--- src/design/iee_pkg.sv ---
`default_nettype none
package iee_pkg;

   localparam int DATA_W = 32;
   localparam int CNT_W  = $clog2(DATA_W);

   localparam logic [7:0] CH_ZERO  = 8'h30;
   localparam logic [7:0] CH_NINE  = 8'h39;
   localparam logic [7:0] CH_PLUS  = 8'h2B;
   localparam logic [7:0] CH_MINUS = 8'h2D;
   localparam logic [7:0] CH_STAR  = 8'h2A;
   localparam logic [7:0] CH_SLASH = 8'h2F;

   typedef enum logic [1:0] {
      OP_PLUS  = 2'd0,
      OP_MINUS = 2'd1,
      OP_TIMES = 2'd2,
      OP_DIV   = 2'd3
   } op_type;

   // controller -> datapath
   typedef struct packed {
      logic accept;
      logic apply;
      logic div_step;
      logic div_end;
      logic fin;
   } cmd_type;

   // datapath -> controller
   typedef struct packed {
      logic in_break;
      logic last;
      logic div_go;
      logic div_last;
      logic rsp_free;
   } sts_type;

   function automatic logic is_digit(input logic [7:0] c);
      return (c >= CH_ZERO) && (c <= CH_NINE);
   endfunction

   function automatic logic is_op_char(input logic [7:0] c);
      return (c == CH_PLUS) || (c == CH_MINUS) || (c == CH_STAR) || (c == CH_SLASH);
   endfunction

   function automatic op_type to_op(input logic [7:0] c);
      op_type o;
      case (c)
         CH_MINUS: o = OP_MINUS;
         CH_STAR:  o = OP_TIMES;
         CH_SLASH: o = OP_DIV;
         default:  o = OP_PLUS;
      endcase
      return o;
   endfunction

endpackage
`default_nettype wire

--- src/design/iee_ctrl.sv ---
`default_nettype none
module iee_ctrl
   import iee_pkg::*;
(
   input  wire logic    clock,
   input  wire logic    reset,
   input  wire logic    req_valid,
   output logic         req_ready,
   input  wire sts_type sts,
   output cmd_type      cmd
);

   typedef enum logic [4:0] {
      S_IDLE   = 5'b00001,
      S_APPLY  = 5'b00010,
      S_DIV    = 5'b00100,
      S_DIVEND = 5'b01000,
      S_FIN    = 5'b10000
   } state_type;

   state_type state_ff, state_in;

   always_comb begin
      state_in  = state_ff;
      cmd       = '0;
      req_ready = 1'b0;
      case (state_ff)
         S_IDLE: begin
            req_ready  = 1'b1;
            cmd.accept = req_valid;
            if (req_valid && sts.in_break) begin
               state_in = S_APPLY;
            end
         end
         S_APPLY: begin
            cmd.apply = 1'b1;
            if (sts.div_go) begin
               state_in = S_DIV;
            end else if (sts.last) begin
               state_in = S_FIN;
            end else begin
               state_in = S_IDLE;
            end
         end
         S_DIV: begin
            cmd.div_step = 1'b1;
            if (sts.div_last) begin
               state_in = S_DIVEND;
            end
         end
         S_DIVEND: begin
            cmd.div_end = 1'b1;
            state_in    = sts.last ? S_FIN : S_IDLE;
         end
         S_FIN: begin
            if (sts.rsp_free) begin
               cmd.fin  = 1'b1;
               state_in = S_IDLE;
            end
         end
         default: begin
            state_in = S_IDLE;
         end
      endcase
   end

   always_ff @(posedge clock) begin
      if (reset) begin
         state_ff <= S_IDLE;
      end else begin
         state_ff <= state_in;
      end
   end

endmodule
`default_nettype wire

--- src/design/iee_dp.sv ---
`default_nettype none
module iee_dp
   import iee_pkg::*;
(
   input  wire logic                     clock,
   input  wire logic                     reset,
   input  wire logic [7:0]               req_char_code,
   input  wire logic                     req_is_last,
   input  wire cmd_type                  cmd,
   output sts_type                       sts,
   output logic                          rsp_valid,
   input  wire logic                     rsp_ready,
   output logic signed [DATA_W-1:0]      rsp_value,
   output logic                          rsp_div_zero
);

   logic [DATA_W-1:0] num_ff, num_in;
   op_type            op_ff, op_in;
   logic [DATA_W-1:0] sum_ff, sum_in;
   logic [DATA_W-1:0] term_ff, term_in;
   logic              err_ff, err_in;
   logic              last_ff, last_in;
   logic              isop_ff, isop_in;
   op_type            newop_ff, newop_in;

   logic [DATA_W-1:0] rem_ff, rem_in;
   logic [DATA_W-1:0] quo_ff, quo_in;
   logic [DATA_W-1:0] dvs_ff, dvs_in;
   logic              neg_ff, neg_in;
   logic [CNT_W-1:0]  cnt_ff, cnt_in;

   logic              rsp_valid_ff, rsp_valid_in;
   logic [DATA_W-1:0] rsp_value_ff, rsp_value_in;
   logic              rsp_dz_ff, rsp_dz_in;

   logic [DATA_W:0]   rem_sh;
   logic [DATA_W:0]   diff;
   logic              nt, nn;

   assign rem_sh = {rem_ff, quo_ff[DATA_W-1]};
   assign diff   = rem_sh - {1'b0, dvs_ff};
   assign nt     = term_ff[DATA_W-1];
   assign nn     = num_ff[DATA_W-1];

   always_comb begin
      num_in       = num_ff;
      op_in        = op_ff;
      sum_in       = sum_ff;
      term_in      = term_ff;
      err_in       = err_ff;
      last_in      = last_ff;
      isop_in      = isop_ff;
      newop_in     = newop_ff;
      rem_in       = rem_ff;
      quo_in       = quo_ff;
      dvs_in       = dvs_ff;
      neg_in       = neg_ff;
      cnt_in       = cnt_ff;
      rsp_value_in = rsp_value_ff;
      rsp_dz_in    = rsp_dz_ff;
      rsp_valid_in = rsp_valid_ff && !rsp_ready;

      if (cmd.accept) begin
         last_in  = req_is_last;
         isop_in  = is_op_char(req_char_code);
         newop_in = to_op(req_char_code);
         if (is_digit(req_char_code)) begin
            num_in = (num_ff << 3) + (num_ff << 1)
                   + {{(DATA_W-8){1'b0}}, req_char_code - CH_ZERO};
         end
      end

      if (cmd.apply) begin
         case (op_ff)
            OP_PLUS: begin
               sum_in  = sum_ff + term_ff;
               term_in = num_ff;
            end
            OP_MINUS: begin
               sum_in  = sum_ff + term_ff;
               term_in = '0 - num_ff;
            end
            OP_TIMES: begin
               term_in = term_ff * num_ff;
            end
            OP_DIV: begin
               if (num_ff == '0) begin
                  term_in = '0;
                  err_in  = 1'b1;
               end else begin
                  rem_in = '0;
                  quo_in = nt ? ('0 - term_ff) : term_ff;
                  dvs_in = nn ? ('0 - num_ff) : num_ff;
                  neg_in = nt ^ nn;
                  cnt_in = '0;
               end
            end
            default: begin
               term_in = term_ff;
            end
         endcase
         num_in = '0;
         if (isop_ff) begin
            op_in = newop_ff;
         end
      end

      if (cmd.div_step) begin
         cnt_in = cnt_ff + 1'b1;
         if (!diff[DATA_W]) begin
            rem_in = diff[DATA_W-1:0];
            quo_in = {quo_ff[DATA_W-2:0], 1'b1};
         end else begin
            rem_in = rem_sh[DATA_W-1:0];
            quo_in = {quo_ff[DATA_W-2:0], 1'b0};
         end
      end

      if (cmd.div_end) begin
         term_in = neg_ff ? ('0 - quo_ff) : quo_ff;
      end

      if (cmd.fin) begin
         rsp_valid_in = 1'b1;
         rsp_value_in = sum_ff + term_ff;
         rsp_dz_in    = err_ff;
         num_in       = '0;
         op_in        = OP_PLUS;
         sum_in       = '0;
         term_in      = '0;
         err_in       = 1'b0;
      end
   end

   always_ff @(posedge clock) begin
      if (reset) begin
         num_ff       <= '0;
         op_ff        <= OP_PLUS;
         sum_ff       <= '0;
         term_ff      <= '0;
         err_ff       <= 1'b0;
         last_ff      <= 1'b0;
         isop_ff      <= 1'b0;
         cnt_ff       <= '0;
         rsp_valid_ff <= 1'b0;
      end else begin
         num_ff       <= num_in;
         op_ff        <= op_in;
         sum_ff       <= sum_in;
         term_ff      <= term_in;
         err_ff       <= err_in;
         last_ff      <= last_in;
         isop_ff      <= isop_in;
         cnt_ff       <= cnt_in;
         rsp_valid_ff <= rsp_valid_in;
      end
   end

   always_ff @(posedge clock) begin
      newop_ff     <= newop_in;
      rem_ff       <= rem_in;
      quo_ff       <= quo_in;
      dvs_ff       <= dvs_in;
      neg_ff       <= neg_in;
      rsp_value_ff <= rsp_value_in;
      rsp_dz_ff    <= rsp_dz_in;
   end

   always_comb begin
      sts.in_break = is_op_char(req_char_code) || req_is_last;
      sts.last     = last_ff;
      sts.div_go   = (op_ff == OP_DIV) && (num_ff != '0);
      sts.div_last = (cnt_ff == CNT_W'(DATA_W - 1));
      sts.rsp_free = !rsp_valid_ff || rsp_ready;
   end

   assign rsp_valid    = rsp_valid_ff;
   assign rsp_value    = rsp_value_ff;
   assign rsp_div_zero = rsp_dz_ff;

endmodule
`default_nettype wire

--- src/design/infix_expression_evaluator_unit.sv ---
// Channel   Direction  Handshake            Payload
// req       in         req_valid/req_ready  req_char_code[7:0], req_is_last
// rsp       out        rsp_valid/rsp_ready  rsp_value[31:0] signed, rsp_div_zero
//
// Digit, space or other byte: taken in S_IDLE, ready stays high. + - * / or a
// final byte goes on to S_APPLY; a final byte then loads the result in S_FIN.
// A pending divide by a nonzero number runs the bit-serial divider:
// 32 iterations in S_DIV, then S_DIVEND writes the quotient term.
// reset is synchronous, active high; all evaluation state clears.
// A result held by rsp_ready low stalls only the next final byte.
`default_nettype none
module infix_expression_evaluator_unit
   import iee_pkg::*;
(
   input  wire logic                clock,
   input  wire logic                reset,
   input  wire logic                req_valid,
   output logic                     req_ready,
   input  wire logic [7:0]          req_char_code,
   input  wire logic                req_is_last,
   output logic                     rsp_valid,
   input  wire logic                rsp_ready,
   output logic signed [DATA_W-1:0] rsp_value,
   output logic                     rsp_div_zero
);

   cmd_type cmd;
   sts_type sts;

   iee_ctrl u_ctrl (
      .clock     (clock),
      .reset     (reset),
      .req_valid (req_valid),
      .req_ready (req_ready),
      .sts       (sts),
      .cmd       (cmd)
   );

   iee_dp u_dp (
      .clock         (clock),
      .reset         (reset),
      .req_char_code (req_char_code),
      .req_is_last   (req_is_last),
      .cmd           (cmd),
      .sts           (sts),
      .rsp_valid     (rsp_valid),
      .rsp_ready     (rsp_ready),
      .rsp_value     (rsp_value),
      .rsp_div_zero  (rsp_div_zero)
   );

endmodule
`default_nettype wire

--- config.mk ---
export PLATFORM = sky130hd
export DESIGN_NAME = infix_expression_evaluator_unit
export DESIGN_NICKNAME = d
export VERILOG_FILES = /design/src/design/iee_pkg.sv /design/src/design/iee_ctrl.sv /design/src/design/iee_dp.sv /design/src/design/infix_expression_evaluator_unit.sv
export SDC_FILE = /design/constraint.sdc
export NUM_CORES = 2
export LEC_CHECK = 0
export ABC_AREA = 1
export BUFFER_PORTS_ARGS = -buffer_cell sky130_fd_sc_hd__buf_2
export CELL_PAD_IN_SITES_DETAIL_PLACEMENT = 0
export CELL_PAD_IN_SITES_GLOBAL_PLACEMENT = 2
export CORE_MARGIN = 2
export CORE_UTILIZATION = 36
export CTS_BUF_LIST = sky130_fd_sc_hd__clkbuf_16
export CTS_CLUSTER_SIZE = 25
export DETAILED_ROUTE_END_ITERATION = 6
export PLACE_DENSITY = 0.87
export RECOVER_POWER = 50
export SYNTH_ARGS = -nofsm -noshare
export SYNTH_HDL_FRONTEND = slang
export SYNTH_SLANG_ARGS = --single-unit
--- constraint.sdc ---
create_clock -name clock -period 6.95 [get_ports clock]
set_input_delay 1.39 -clock clock [delete_from_list [all_inputs] [get_ports clock]]
set_output_delay 1.39 -clock clock [all_outputs]
set_load 0.02 [all_outputs]
# Word level (Yosys, flattened, before mapping)

Cells that the tools add are included.

Input bits: 13
Word-level logic and storage cells: 114
Output and inout bits: 35
Register bits: 244

Reduce and logical (&&, ||, !) cells: 28
Multipliers: 1
Bitwise gates (word level): 2
Equality and inequality tests: 18
Muxes and demuxes: 36
$lt $le $gt $ge: 2
$add $sub $neg: 9

Operators by type and width:

| kind                                                            | count |
|---|---|
| 2-to-1 mux 32 bit                                               | 14 |
| one-hot mux 32 bit (4 select lines)                             | 1 |
| subtractor 1 x 32 -> 32 bit (first input constant)              | 3 |
| adder 32 bit                                                    | 2 |
| 2-to-1 mux 5 bit                                                | 9 |
| subtractor 33 x 32 -> 33 bit                                    | 1 |
| adder 32 x 8 -> 32 bit                                          | 1 |
| equality test 8 x 6 -> 1 bit (second input constant)            | 4 |
| zero test 32 bit                                                | 1 |
| multiplier 32 x 32 -> 32 bit                                    | 1 |
| nonzero test 32 bit                                             | 1 |
| 2-to-1 mux 31 bit                                               | 1 |
| one-hot mux 5 bit (5 select lines)                              | 1 |
| AND reduction 3 bit                                             | 4 |
| equality test 5 bit (second input constant)                     | 2 |
| 2-to-1 mux 1 bit                                                | 9 |
| >= comparator 8 x 6 -> 1 bit (second input constant)            | 1 |
| less-or-equal comparator 8 x 6 -> 1 bit (second input constant) | 1 |
| AND reduction 2 bit                                             | 4 |
| subtractor 8 x 6 -> 8 bit (second input constant)               | 1 |
| != test 2 bit (second input constant)                           | 3 |
| one-hot mux 2 bit (3 select lines)                              | 1 |
| nonzero test 2 bit                                              | 3 |
| adder 5 x 1 -> 5 bit (second input constant)                    | 1 |
| 16 further kinds                                                | 26 |

# Depth between registers and ports, before layout

Depth after elaboration: 8
Gate-level depth with buffers: 37
Gate-level depth less buffers: 35

# Cells and area by module

A second synthesis with hierarchy kept.

Cell total of the unflattened synthesis: 4,818
Area, all modules: 34,973.5 um^2

By module, submodules not included:

| module   | instances | area an instance (um^2) | sequential area each (um^2) | cells an instance |
|---|---|---|---|---|
| iee_dp   | 1         | 34,594.4                | 6,105.9                     | 4,755 |
| iee_ctrl | 1         | 379.1                   | 100.1                       | 63 |

# Worst setup path before layout

Ideal clock, no wire load.

Path kind: register -> register
From: register u_dp.num_ff[3]
To: register u_dp.term_ff[30]
Clock period less this slack: 6,685 ps
Stages on the path, launching flop included: 28
Required time: 6,831 ps
Setup time: 119 ps
Setup slack: 265 ps
Path buffers: 2
Arrival time: 6,566 ps
Path through: dfxtp_1 clkbuf_1 buf_1 nand2_1 fa_1 inv_1 fa_1 inv_1 fa_1 inv_1 fa_1 fa_1 inv_1 fa_1 inv_1 fa_1 fa_1 ha_1 inv_1 nor3_1 nand2_1 o211a_1 nand2_1 a21oi_1 o21ai_0 nand2_1 o21ai_1 a21oi_1

Longest elaborated chain between the ends: 4
Elaborated cells between the ends (all ways): 8
Those cells by class: 1 x add/sub; 1 x mul; 1 x eq/ne; 3 x mux; 2 x reduce/logical

Ends and longest elaborated chain:

| item                                                                               | RTL line                   | source |
|---|---|---|
| start: declaration                                                                 | iee_dp.sv:17               | `logic [DATA_W-1:0] num_ff, num_in;` |
| start signal: assignment                                                           | iee_dp.sv:147              | `num_ff <= num_in;` |
| multiplier 32 x 32 -> 32 bit / subtractor 1 x 32 -> 32 bit (equally long branches) | iee_dp.sv:84, iee_dp.sv:81 |  |
| one-hot mux 32 bit (4 select lines)                                                | iee_dp.sv:74               | `case (op_ff)` |
| 2-to-1 mux 32 bit                                                                  | iee_dp.sv:73               | `if (cmd.apply) begin` |
| 2-to-1 mux 32 bit                                                                  | iee_dp.sv:119              | `if (cmd.div_end) begin` |
| end signal: assignment                                                             | iee_dp.sv:150              | `term_ff <= term_in;` |
| end: declaration                                                                   | iee_dp.sv:20               | `logic [DATA_W-1:0] term_ff, term_in;` |

Several ways; a longest one is shown, not always the timed one. The select of a mux whose other input is x is not followed.
A chain may end at the register's enable or synchronous reset.

# Worst setup path in the final report

From: register u_dp.num_ff[2]
To: register u_dp.term_ff[24]

Same word-level chain as after synthesis.

==> flow_summary_export.csv <==
group,metric,value,unit
die,die_h,314.0,um
sta,fmax,148.6,MHz
die,start_util,36.36,%
status,status,"complete, but fails checks",
route,dr.pass1.iters,6,
global_routing,grt_util_all_layers,23.38,%
die,io-pin-count,48,
critical_path,cp.arrival,7.22,ns
critical_path,path_max_fanout,12,
synthesis,synth_nets,5271,
critical_path,cp-start-kind,"flip-flop",
global_routing,grt_pass1_wl,177700,um
synthesis,synth-seq-area-share,17.94,%
sta,worst_slew_pin_slew,2.732,ns
placed_design,post_dp_cell_area,37240,um^2
die,dieArea,98610,um^2
route,vias_per_cell,4.972,
critical_path,r2r_cells,26,
clock_tree,cts.sinks,244,
synthesis,yosysWarnings,0,
synthesis,ys_ff_latch,244,
final_layout,final_area,38400,um^2
placed_design,dpl.hpwl,92230,um
die,rows,113,
critical_path,endpoint_kind,"flip-flop",
global_routing,grt_max_degree,66,
final_layout,final_cell_mix,"1047 x inv_1, 1022 x nand2_1, 414 x fa_1",
clock_tree,cts_tree,"done",
status,violations,"max-capacitance violations, max-slew violations",
global_routing,grt_pass1_vias,29850,
global_routing,grt_overflow,0,
placed_design,port_buffers,47,
final_layout,final_util,40.36,%
die,core_area,95150,um^2
sta,setup_viol,0,
sta,finClkSkew,0.05441,ns
hold_path,hold_path_depth,2,
synthesis,synth-main-ff-cell,"edfxtp_1",
clock_tree,clock_latency,0.62,ns
clock_tree,ctsRootBufferMaster,"clkbuf_16",
sta,hold_viol_final,0,
sta,period_share,96.85,%
route,drc_errors,0,
route,detail_route.wl_per_cell,19.32,um
route,ant_nets,0,
clock_tree,ctsLongestPathBuffers,3,
synthesis,netlist_area,34600,um^2
clock_tree,hold_buffers,0,
clock_tree,htree_levels,1,
sta,period_minus_slack,6.731,ns
sta,finalMaxSlewViolations,142,
clock_tree,clk_pin_slew,0.06,ns
critical_path,worst-setup-path-type,"flip-flop to flip-flop",
power_and_ir_drop,power_density,108.3,nW/um^2
synthesis,synth_area_per_cell,7.530,um^2
global_routing,antenna_found_initial,0,
route,routed_wl,115000,um
route,drt_iter0_drc,2268,
synthesis,async_flop_share,0,%
synthesis,ys_types,73,
final_layout,layout-drive-gt1-share,8.282,%
job,max-cap-violations,3,
power_and_ir_drop,worst_ir_drop_vdd,166.4,uV
sta,slew_headroom,-82.11,%
power_and_ir_drop,leakagePower,20.58,nW
synthesis,synth-edff-count,132,
clock_tree,cts_made_buffers,31,
final_layout,fin_nets,5337,
hold_path,hold_path_class,"flip-flop to flip-flop",
route,num_vias,29590,
final_layout,layout_commonest_cell,"inv_1",
synthesis,syn_inst,4595,
critical_path,crit_required,7.44,ns
die,die_x,314.0,um
placed_design,gp_congestion,0.9359,
final_layout,syn_to_final_growth,10.98,%
[layout make-up]
cell class / count / area (um^2)
tap: 1265 / 1583
fill: 9923 / 56750
multi-input combinational: 3082 / 23490
clock inverter: 26 / 221.5
sequential: 244 / 6270
clock buffer: 31 / 775.7
inverter: 1066 / 4015
timing repair buffer: 236 / 2038
antenna: 1 / 2.502
[path summary, 6_finish.rpt]
path | start | to | slack [ns]
setup / recovery | u_dp.num_ff[2] | u_dp.term_ff[24] | 0.22
hold / removal | u_dp.sum_ff[0] | u_dp.sum_ff[0] | 0.47
hold reg to reg | u_dp.sum_ff[0] | u_dp.sum_ff[0] | 0.47
setup reg to reg | u_dp.num_ff[2] | u_dp.term_ff[24] | 0.22
[critical path, stage by stage, from the launching register on]
cell,delay [ns]
dfxtp_4,0.37
buf_12,0.15
nand2_2,0.06
inv_1,0.05
fa_1,0.53
inv_1,0.05
fa_1,0.52
fa_1,0.45
fa_1,0.49
inv_1,0.05
fa_1,0.49
inv_2,0.04
fa_1,0.54
inv_2,0.05
fa_1,0.48
fa_1,0.53
ha_4,0.33
nand4_1,0.15
nor2_2,0.17
nand4_1,0.13
nand3_2,0.14
buf_4,0.11
a21oi_1,0.06
xor2_1,0.29
o221ai_1,0.16
nand2_1,0.12
a21oi_1,0.06
[cell families (layout without fill, tap and decap cells)]
logic type      Yosys count  count (layout)  synth area share [%]
other cells               0               1                     0
compound gates          777             777                 12.94
fa+ha+maj               663             663                 33.00
xor+xnor                149             149                 3.772
buf+inv                1269            1359                 14.24
simple gates           1493            1493                 18.12
flops                   244             244                 17.94
[power by group]
part | internal [mW] | total, mW | switching (mW)
Combinational | 0.282 | 0.886 | 0.604
Sequential | 1.56 | 1.62 | 0.0610
Clock | 0.925 | 1.65 | 0.724
Total | 2.77 | 4.16 | 1.39
[flip-flops by register name, indices dropped and copies added, names as in the netlist, 2 cells and up]
register	cells
u_dp.dvs_ff	32
u_dp.num_ff	32
u_dp.quo_ff	32
u_dp.rem_ff	32
u_dp.rsp_value	32
u_dp.sum_ff	32
u_dp.term_ff	32
u_ctrl.state_ff	5
u_dp.cnt_ff	5
u_dp.newop_ff	2
u_dp.op_ff	2
[layer usage]
metal  part of all wire, %  GRT usage, %  vias up
met4                   3.2         6.155        0
li1                      -             -    14310
met2                    45         37.46      720
met3                   6.2         3.630      151
met5                     0             0        -
met1                    46         32.83    14400
[per-stage QoR]
step	setup TNS, ns	total power [mW]	cells	hold slack [ns]	setup slack, ns
final	0	4.158	5951	0.4686	0.2189
after global placement	-0.02617	2.522	5880	0.4527	-0.02617
after floorplan	0	2.166	4595	0.4088	0.2646
after CTS	0	4.170	5937	0.4698	0.08130
after global routing	-0.001970	4.313	5950	0.5022	-0.001970
after detailed placement	-0.09662	2.525	5880	0.4600	-0.04075
[timing repair]
action,4_1_cts,5_1_grt
setup buffers,0,10
pin swaps,0,18
resized for setup,3,73
cloned,0,4
endpoints found under the setup margin,5,15
[Yosys cell counts (all sizes together) (2+ instances only)]
cell type	count	area share, %
inv	1062	12
nand2	1033	11
fa	416	24
o21ai	316	4.7
a21oi	291	4.3
ha	247	8.9
nor2	217	2.5
edfxtp	132	11
nand3	125	2.0
clkbuf	116	1.3
dfxtp	112	6.5
xor2	102	2.6
buf	87	1.4
xnor2	47	1.2
nor3	46	0.86
o21bai	40	0.90
o211ai	33	0.73
nand4	30	0.56
a31oi	22	0.40
a21o	15	0.33
nor4	15	0.35
or2	14	0.25
a211oi	13	0.40
nand3b	8	0.17
o221ai	8	0.20
o21a	6	0.13
o22ai	6	0.11
a21boi	5	0.12
a221oi	5	0.13
clkinv	4	0.061
o31ai	4	0.13
a311oi	3	0.11
nor3b	3	0.065
o311ai	3	0.076
a22oi	2	0.043
o211a	2	0.058
or3	2	0.036
Note: power is estimated with default switching activity, not from simulation.
